==> src/hw/rtl/clpp_pkg.sv <==
// Package for the command line pipeline parser: sizing constants,
// byte class, grammar, role and status codes, state and result structs.
// No dependencies.
`timescale 1ns / 1ps
`default_nettype none

package clpp_pkg;

    // Sizing
    localparam int MAX_STAGES = 16;
    localparam int MAX_WORDS  = 64;
    localparam int STAGE_W    = $clog2(MAX_STAGES);
    localparam int WORDS_W    = $clog2(MAX_WORDS + 1);

    // Fixed field widths of the result item and the parser state
    localparam int CLASS_W  = 3;
    localparam int ROLE_W   = 2;
    localparam int SIDX_W   = 4;
    localparam int WIDX_W   = 6;
    localparam int STATUS_W = 3;
    localparam int GS_W     = 3;

    // Special bytes
    localparam logic [7:0] CH_TERM  = 8'h00;
    localparam logic [7:0] CH_SPACE = 8'h20;
    localparam logic [7:0] CH_TAB   = 8'h09;
    localparam logic [7:0] CH_CR    = 8'h0D;
    localparam logic [7:0] CH_PIPE  = 8'h7C;
    localparam logic [7:0] CH_LT    = 8'h3C;
    localparam logic [7:0] CH_GT    = 8'h3E;
    localparam logic [7:0] CH_AMP   = 8'h26;

    // Byte classes
    localparam logic [CLASS_W-1:0] CL_SPACE = 3'd0;
    localparam logic [CLASS_W-1:0] CL_WORD  = 3'd1;
    localparam logic [CLASS_W-1:0] CL_PIPE  = 3'd2;
    localparam logic [CLASS_W-1:0] CL_RDIN  = 3'd3;
    localparam logic [CLASS_W-1:0] CL_RDOUT = 3'd4;
    localparam logic [CLASS_W-1:0] CL_BG    = 3'd5;
    localparam logic [CLASS_W-1:0] CL_TERM  = 3'd6;

    // Grammar states
    localparam logic [GS_W-1:0] GS_CMD    = 3'd0;
    localparam logic [GS_W-1:0] GS_ACCEPT = 3'd1;
    localparam logic [GS_W-1:0] GS_IN     = 3'd2;
    localparam logic [GS_W-1:0] GS_OUT    = 3'd3;
    localparam logic [GS_W-1:0] GS_BG     = 3'd4;

    // Word roles
    localparam logic [ROLE_W-1:0] ROLE_NONE = 2'd0;
    localparam logic [ROLE_W-1:0] ROLE_CMD  = 2'd1;
    localparam logic [ROLE_W-1:0] ROLE_IN   = 2'd2;
    localparam logic [ROLE_W-1:0] ROLE_OUT  = 2'd3;

    // Status codes
    localparam logic [STATUS_W-1:0] ST_OK         = 3'd0;
    localparam logic [STATUS_W-1:0] ST_UNEXPECTED = 3'd1;
    localparam logic [STATUS_W-1:0] ST_BAD_RDIN   = 3'd2;
    localparam logic [STATUS_W-1:0] ST_BAD_RDOUT  = 3'd3;
    localparam logic [STATUS_W-1:0] ST_WORD_AFTER = 3'd4;
    localparam logic [STATUS_W-1:0] ST_INCOMPLETE = 3'd5;
    localparam logic [STATUS_W-1:0] ST_OVERFLOW   = 3'd6;

    typedef struct packed {
        logic [GS_W-1:0]     grammar_state;
        logic                inside_word;
        logic [STAGE_W-1:0]  current_stage;
        logic [WORDS_W-1:0]  words_in_stage;
        logic [ROLE_W-1:0]   current_role;
        logic                output_redirected;
        logic                background_seen;
        logic [STATUS_W-1:0] first_error;
    } parse_state_t;

    typedef struct packed {
        logic [CLASS_W-1:0]  char_class;
        logic                word_start;
        logic [ROLE_W-1:0]   word_role;
        logic [SIDX_W-1:0]   stage_index;
        logic [WIDX_W-1:0]   word_index;
        logic                line_done;
        logic [STATUS_W-1:0] status;
        logic                run_in_background;
    } parse_result_t;

    localparam parse_state_t STATE_RESET = '{
        grammar_state:     GS_CMD,
        inside_word:       1'b0,
        current_stage:     '0,
        words_in_stage:    '0,
        current_role:      ROLE_NONE,
        output_redirected: 1'b0,
        background_seen:   1'b0,
        first_error:       ST_OK
    };

endpackage

`default_nettype wire

==> src/hw/rtl/clpp_step.sv <==
// One parse step: classify a byte and compute the next parser state and
// the result item for it. Purely combinational. Depends on clpp_pkg.
`timescale 1ns / 1ps
`default_nettype none

module clpp_step (
    input  wire logic [7:0]            char_code,
    input  wire clpp_pkg::parse_state_t cur,
    output clpp_pkg::parse_state_t     nxt,
    output clpp_pkg::parse_result_t    res
);
    import clpp_pkg::*;

    logic [CLASS_W-1:0] cls;

    // Classify the byte
    always_comb begin
        priority if (char_code == CH_TERM) begin
            cls = CL_TERM;
        end else if (char_code == CH_SPACE ||
                     (char_code >= CH_TAB && char_code <= CH_CR)) begin
            cls = CL_SPACE;
        end else if (char_code == CH_PIPE) begin
            cls = CL_PIPE;
        end else if (char_code == CH_LT) begin
            cls = CL_RDIN;
        end else if (char_code == CH_GT) begin
            cls = CL_RDOUT;
        end else if (char_code == CH_AMP) begin
            cls = CL_BG;
        end else begin
            cls = CL_WORD;
        end
    end

    // Advance the grammar and build the result
    always_comb begin
        nxt                   = cur;
        res.char_class        = cls;
        res.word_start        = 1'b0;
        res.word_role         = ROLE_NONE;
        res.stage_index       = SIDX_W'(cur.current_stage);
        res.word_index        = '0;
        res.line_done         = 1'b0;
        res.status            = cur.first_error;
        res.run_in_background = cur.background_seen;

        if (cls == CL_TERM) begin
            // Report final status, then clear everything
            res.line_done = 1'b1;
            if (cur.first_error == ST_OK && cur.grammar_state != GS_ACCEPT &&
                cur.grammar_state != GS_BG) begin
                res.status = ST_INCOMPLETE;
            end
            nxt = STATE_RESET;
        end else if (cur.first_error == ST_OK) begin
            if (cls == CL_SPACE) begin
                nxt.inside_word = 1'b0;
            end else if (cls == CL_WORD) begin
                priority if (cur.inside_word) begin
                    res.word_role = cur.current_role;
                    if (cur.current_role == ROLE_CMD && cur.words_in_stage != '0) begin
                        res.word_index = WIDX_W'(cur.words_in_stage - WORDS_W'(1));
                    end
                end else if (cur.grammar_state == GS_BG) begin
                    nxt.first_error = ST_WORD_AFTER;
                end else if (cur.grammar_state == GS_IN || cur.grammar_state == GS_OUT) begin
                    res.word_role      = (cur.grammar_state == GS_IN) ? ROLE_IN : ROLE_OUT;
                    res.word_start     = 1'b1;
                    nxt.inside_word    = 1'b1;
                    nxt.current_role   = res.word_role;
                    nxt.grammar_state  = GS_ACCEPT;
                end else if (cur.words_in_stage >= WORDS_W'(MAX_WORDS)) begin
                    nxt.first_error = ST_OVERFLOW;
                end else begin
                    res.word_role      = ROLE_CMD;
                    res.word_start     = 1'b1;
                    res.word_index     = WIDX_W'(cur.words_in_stage);
                    nxt.words_in_stage = cur.words_in_stage + WORDS_W'(1);
                    nxt.inside_word    = 1'b1;
                    nxt.current_role   = ROLE_CMD;
                    nxt.grammar_state  = GS_ACCEPT;
                end
            end else begin
                // Special byte: only legal right after a word
                nxt.inside_word = 1'b0;
                if (cur.grammar_state != GS_ACCEPT) begin
                    nxt.first_error = ST_UNEXPECTED;
                end else begin
                    unique case (cls)
                        CL_PIPE: begin
                            priority if (cur.output_redirected) begin
                                nxt.first_error = ST_BAD_RDOUT;
                            end else if (cur.current_stage ==
                                         STAGE_W'(MAX_STAGES - 1)) begin
                                nxt.first_error = ST_OVERFLOW;
                            end else begin
                                nxt.current_stage  = cur.current_stage + STAGE_W'(1);
                                nxt.words_in_stage = '0;
                                nxt.grammar_state  = GS_CMD;
                            end
                        end
                        CL_RDIN: begin
                            if (cur.current_stage != '0) begin
                                nxt.first_error = ST_BAD_RDIN;
                            end else begin
                                nxt.grammar_state = GS_IN;
                            end
                        end
                        CL_RDOUT: begin
                            nxt.output_redirected = 1'b1;
                            nxt.grammar_state     = GS_OUT;
                        end
                        default: begin
                            nxt.background_seen = 1'b1;
                            nxt.grammar_state   = GS_BG;
                        end
                    endcase
                end
            end
            res.status            = nxt.first_error;
            res.run_in_background = nxt.background_seen;
        end
    end

endmodule

`default_nettype wire

==> src/hw/rtl/command_line_pipeline_parser_top.sv <==
// Command line pipeline parser, top level: parser state register, step
// logic, and an output register with a skid stage. Depends on clpp_pkg, clpp_step.
// A result is registered in the output register, or in the skid stage while the output is held.
// Throughput: one byte per cycle while s_ready is high; the state update is one compare and
// counter step, and the skid stage keeps input ready while one result waits, not while it holds one.
// Reset (aresetn low, synchronous): parser state cleared, no result pending.
// The terminator byte also returns the parser to its reset state.
`timescale 1ns / 1ps
`default_nettype none

module command_line_pipeline_parser_top (
    input  wire logic       aclk,
    input  wire logic       aresetn,
    input  wire logic       s_valid,
    output logic            s_ready,
    input  wire logic [7:0] s_char_code,
    output logic            m_valid,
    input  wire logic       m_ready,
    output logic [2:0]      m_char_class,
    output logic            m_word_start,
    output logic [1:0]      m_word_role,
    output logic [3:0]      m_stage_index,
    output logic [5:0]      m_word_index,
    output logic            m_line_done,
    output logic [2:0]      m_status,
    output logic            m_run_in_background
);
    import clpp_pkg::*;

    parse_state_t  state_reg;
    parse_state_t  state_next;
    parse_result_t step_res;
    parse_result_t out_reg;
    parse_result_t skid_reg;
    logic          out_valid_reg;
    logic          skid_valid_reg;
    logic          s_fire;
    logic          m_fire;

    clpp_step u_step (
        .char_code (s_char_code),
        .cur       (state_reg),
        .nxt       (state_next),
        .res       (step_res)
    );

    assign s_ready = ~skid_valid_reg;
    assign s_fire  = s_valid & s_ready;
    assign m_fire  = out_valid_reg & m_ready;

    // Advance parser state on each accepted item
    always_ff @(posedge aclk) begin
        if (!aresetn) begin
            state_reg <= STATE_RESET;
        end else if (s_fire) begin
            state_reg <= state_next;
        end
    end

    // Output register and skid stage: control
    always_ff @(posedge aclk) begin
        if (!aresetn) begin
            out_valid_reg  <= 1'b0;
            skid_valid_reg <= 1'b0;
        end else begin
            if (!out_valid_reg || m_fire) begin
                out_valid_reg  <= skid_valid_reg | s_fire;
                skid_valid_reg <= 1'b0;
            end else if (s_fire) begin
                skid_valid_reg <= 1'b1;
            end
        end
    end

    // Output register and skid stage: payload
    always_ff @(posedge aclk) begin
        if (!out_valid_reg || m_fire) begin
            out_reg <= skid_valid_reg ? skid_reg : step_res;
        end
        if (s_fire && out_valid_reg && !m_fire) begin
            skid_reg <= step_res;
        end
    end

    assign m_valid             = out_valid_reg;
    assign m_char_class        = out_reg.char_class;
    assign m_word_start        = out_reg.word_start;
    assign m_word_role         = out_reg.word_role;
    assign m_stage_index       = out_reg.stage_index;
    assign m_word_index        = out_reg.word_index;
    assign m_line_done         = out_reg.line_done;
    assign m_status            = out_reg.status;
    assign m_run_in_background = out_reg.run_in_background;

endmodule

`default_nettype wire

==> config.mk <==
export PLATFORM = sky130hd
export DESIGN_NAME = command_line_pipeline_parser_top
export DESIGN_NICKNAME = d
export VERILOG_FILES = /design/src/hw/rtl/clpp_pkg.sv /design/src/hw/rtl/clpp_step.sv /design/src/hw/rtl/command_line_pipeline_parser_top.sv
export SDC_FILE = /design/constraint.sdc
export NUM_CORES = 1
export LEC_CHECK = 0
export ABC_AREA = 1
export BUFFER_PORTS_ARGS = -buffer_cell sky130_fd_sc_hd__clkbuf_2
export CAP_MARGIN = 20
export CORE_MARGIN = 5
export CORE_UTILIZATION = 30
export DETAILED_ROUTE_END_ITERATION = 10
export GPL_TIMING_DRIVEN = 0
export PLACE_DENSITY = 0.47
export SLEW_MARGIN = 20
export SYNTH_ARGS = -nofsm -noshare
export SYNTH_HDL_FRONTEND = slang
export SYNTH_HIERARCHICAL = 1
export SYNTH_SLANG_ARGS = --single-unit
==> constraint.sdc <==
create_clock -name aclk -period 2.9 [get_ports aclk]
set_input_delay 0.145 -clock aclk [delete_from_list [all_inputs] [get_ports aclk]]
set_output_delay 0.145 -clock aclk [all_outputs]
set_load 0.01 [all_outputs]
Yosys cells after proc, flatten, opt, wreduce, memory -nomap -nowiden --
Index checks and enable logic that the tools add are counted.
Word-level totals: bits in registers 66, latch bits 0, bits in writable memories 0, bits in read-only memories 0, output and inout bits 23, memories 0
Cells by class: add/sub/neg operators 3, multipliers 0, div/mod/pow operators 0, $lt $le $gt $ge 3, equal/unequal tests 36, shift operators 0, muxes and demuxes 79, bitwise gates (word level) 5, reduce and logical (&&, ||, !) cells 29
Operators by type and width (number):
- $mux 9 | 10
- $mux 3 | 29
- $mux 6 | 9
- $mux 11 | 4
- $mux 22 | 2
- $eq 8x6->1 const B | 4
- $mux 4 | 7
- $mux 21 | 1
- $mux 18 | 1
- $ne 3x2->1 const B | 5
- $mux 7 | 2
- $ne 2x1->1 const B | 7
- $eq 3x2->1 const B | 4
- $ne 3x1->1 const B | 4
- $ne 4x2->1 const B | 3
- $reduce_and 11->1 | 1
- $mux 2 | 5
- $reduce_and 10->1 | 1
- $eq 3x3->1 const B | 3
- $pmux 3 s3 | 1
- $eq 8x7->1 const B | 1
- $ge 8x4->1 const B | 1
- $le 8x4->1 const B | 1
- $logic_not 8->1 | 1
- 28 further kinds | 48

Depth between registers and ports, before layout --
depth in word-level cells 20, mapped depth 17

By module --
The synthesis kept the hierarchy.
By module, submodules not included:
- command_line_pipeline_parser_top | times used 1, cells each 262, area each 2534.9 µm², sequential area each 1741.7 µm²
- clpp_step | times used 1, cells each 318, area each 1635.3 µm², sequential area each 0.0 µm²

Worst setup path after synthesis --
No wires, ideal clock.
path type reg-to-reg, from register out_valid_reg, in the netlist m_valid, to register skid_reg[0] (netlist name), enable pin, library setup time 0.425 ns, arrival time 2.427 ns, required time 2.475 ns, slack 0.047 ns, cell stages (with the launch flop) 3, path buffers 0, path through dfxtp_1 -> nand2_1 -> nor3_1
Between the ends: word-level cells in the longest chain between the ends 3, elaborated cells between the ends (all ways) 4
RTL lines:
- start, declared | line command_line_pipeline_parser_top.sv:35 | logic out_valid_reg;
- start signal, assigned | line command_line_pipeline_parser_top.sv:67 | out_valid_reg <= skid_valid_reg | s_fire;
- $and 1x1->1 | line command_line_pipeline_parser_top.sv:49 | assign m_fire = out_valid_reg & m_ready;
- $logic_not 1->1 | line command_line_pipeline_parser_top.sv:80 | if (s_fire && out_valid_reg && !m_fire) begin
- $logic_and 1x1->1 * | line command_line_pipeline_parser_top.sv:80
- end signal, assigned | line command_line_pipeline_parser_top.sv:81 | skid_reg <= step_res;
- end, declared | line command_line_pipeline_parser_top.sv:34 | parse_result_t skid_reg;
Mark *: on every way between the ends. The rest lies on a longest branch, timed or not. A chain may end at the register's enable or synchronous reset.

==> metrics <==
outcome finished, final reports clean; Reg clk slew, reported paths 0.06 ns; Fin. Hold Viols 0; total CTS buffers 9; commonest non-fill, non-tap cell in the layout nand2_1; Seq/Total Area, Yosys 41.8%; Final Cell Area 0.00489 sq mm; post-route setup TNS 0 ns; post-layout net count 645; first-pass GRT wire length 18100 um; Resize count post-CTS 0; GRT overflow 0; hpwl dp 8380 um; post-synth top area share 30.2%; ratio of cells with drive above 1 in the final layout 17.4%; synthesized area 0.00417 sq mm; final wirelength 11100 um; antenna-violating nets left 0; Period Utilization, post-route 81.9%; synth warn 6; GPL Wtd Cong 0.895; reg2reg start state_reg[0]; fmax 0.421 GHz; Crit. End Element register; number of global-route vias before repair 3554; CTS Hold Bufs 0; post-detailed-placement cell area 0.00459 sq mm; cell count after synthesis 580; die width 128 um; critical path's largest stage delay 0.85 ns; # diodes 0; largest net degree at the start of global routing 25; Root Driver clkbuf_16; overall global routing resource usage 14.0%; HP Class in -> reg; Final Non-Filler Cells 812; Clock Path Buffers 2; Area Growth Syn to Fin 17.3%; clock sinks 66; DR WL/cell 13.6 um; Worst Path Required 3.10 ns; Critical Path Source state_reg[0]; DRC 0; R2R Path End m_word_role[1]; Max-cap violations 0; Buf/Inv on CP 1; Critical Path, Cell by Cell nor3_4, inv_1, a2111oi_0, nand2_1, nand2_1; Initial Util 30.3%; Min Hold Slack 0.0828 ns; Peak VDD IR 0.310 mV; I/O Buffers 34; FILL cells 1502; top cells by area, synth edfxtp_1 30%, nand2_1 15%, dfxtp_1 12%; PwrDens 568 mW/mm^2; Vias/cell 4.59; RSZ-0062 raised after global routing false; min Tclk post-route 2.37 ns; R2R depth 5; FF+latch count, synth 66; cell family with most CP delay compound AO/OA/AOI/OAI gates; dpl cells 796; Critical Path AT 2.57 ns; worst-skew pair later-pin latency 0.33 ns; Vias 3726; Synth cell types 37; first-pass iteration count of the detailed router 5; Mapped Avg Cell Area 7.19 sq um; CP max FO 10; Die Area 0.0164 sq mm; Largest register FFs 22; Pins Over Slew Limit 0; Slowest-stage cell, CP a2111oi_0; Initial DRC Count 276; Total Power 2.78 mW; R2R setup slack 0.53 ns; Crit path depth 5; Slew Limit Headroom 38.0%; Worst Skew 0.00801 ns; # setup viols final 0; CTS H-tree lvls 3; Ports 35; Syn Nets 598; most frequent cells in the layout 165 x nand2_1, 90 x nor2_1, 67 x inv_1; CTS tree built; Critical Path End m_word_role[1]; most used cell, CP nand2_1; initial antenna violation count 0; CP Launch Type register; leak pwr 2.37 nW; FP Rows 43; Setup Crit Path Kind reg -> reg; post-synth top area cell edfxtp_1; postcts setup bufs 0; core footprint 0.0138 sq mm; Slew @ Worst Pin 0.928 ns; Die Span Y 128 um
## Yosys cell counts
cell type and number:
nand2_1 165, nor2_1 90, inv_1 67, nand3_1 47
edfxtp_1 42, dfxtp_1 24, o21ai_0 21, a21oi_1 19
inv_2 12, buf_2 8, nand4_1 8, buf_4 7
clkbuf_1 7, nor3_1 7, ha_1 6, nand2_2 6
o21ai_1 6, nand3_2 5, nor2_2 3, nor2_4 3
nor2_8 3, xor2_1 3, a31oi_1 2, buf_1 2
nand2_4 2, nor3_4 2, nor4_1 2, o22ai_1 2
a2111oi_0 1, a21boi_2 1, a21oi_2 1, inv_6 1
nand2_8 1, nand3_4 1, nand4_2 1, o211ai_1 1
xnor2_1 1
## report_power, final
part	internal [mW]	total, mW	switching [mW]
clock network	0.690	1.11	0.415
logic	0.187	0.542	0.355
registers	1.08	1.13	0.0459
## layout make-up
type	instances	area (sq um)	share of cell area, %
Buffer	24	126	2.58
Clock buffer	10	239	4.89
Clock inverter	6	65.1	1.33
Inverter	80	305	6.24
Multi-Input combinational cell	410	2000	40.9
Sequential cell	66	1740	35.6
Tap cell	180	225	4.61
Timing Repair Buffer	36	185	3.79
## worst register-to-register path, cell delays in order (launching register included)
cell	delay, ns
dfxtp_1	0.36
nor3_4	0.48
inv_1	0.35
a2111oi_0	0.85
nand2_1	0.11
nand2_1	0.09
## per-stage QoR
stage / worst slack [ns] / utilization [%]
global route: 0.282 / 35.5
floorplan: 0.0473 / -
detailed placement: 0.541 / 33.3
CTS: 0.499 / 35.5
global placement: -0.718 / 33.1
finish: 0.525 / 35.5
## metal layers
metal	global-route usage, %	share of wire (%)	wire, um	up-vias
met3	3.25	3.4	379	12
met4	4.18	1.8	196	0
li1	-	-	-	1939
met1	17.9	46	5130	1701
met5	0	0	0	-
met2	23.6	48	5360	74
## how the worst min path moves through the flow
stage	cells past startpoint	startpoint	to
3_5_place_dp	3	aresetn	state_reg[5]
5_1_grt	3	aresetn	state_reg[5]
3_3_place_gp	3	aresetn	state_reg[5]
2_1_floorplan	2	aresetn	state_reg[5]
4_1_cts	3	aresetn	state_reg[5]
6_report	3	aresetn	state_reg[5]
## cell families (layout without fill, tap and decap cells)
logic type	count (synthesis)	after routing	share of synthesized area (%)
and+or+nand+nor	346	346	38.3
buffers and inverters	104	156	10.4
DFF	66	66	41.8
AOI/OAI and AO/OA	54	54	6.99
adders and majority gates	6	6	1.80
xor gates and xnor gates	4	4	0.840
No activity file was read; power rests on OpenSTA's default activity.
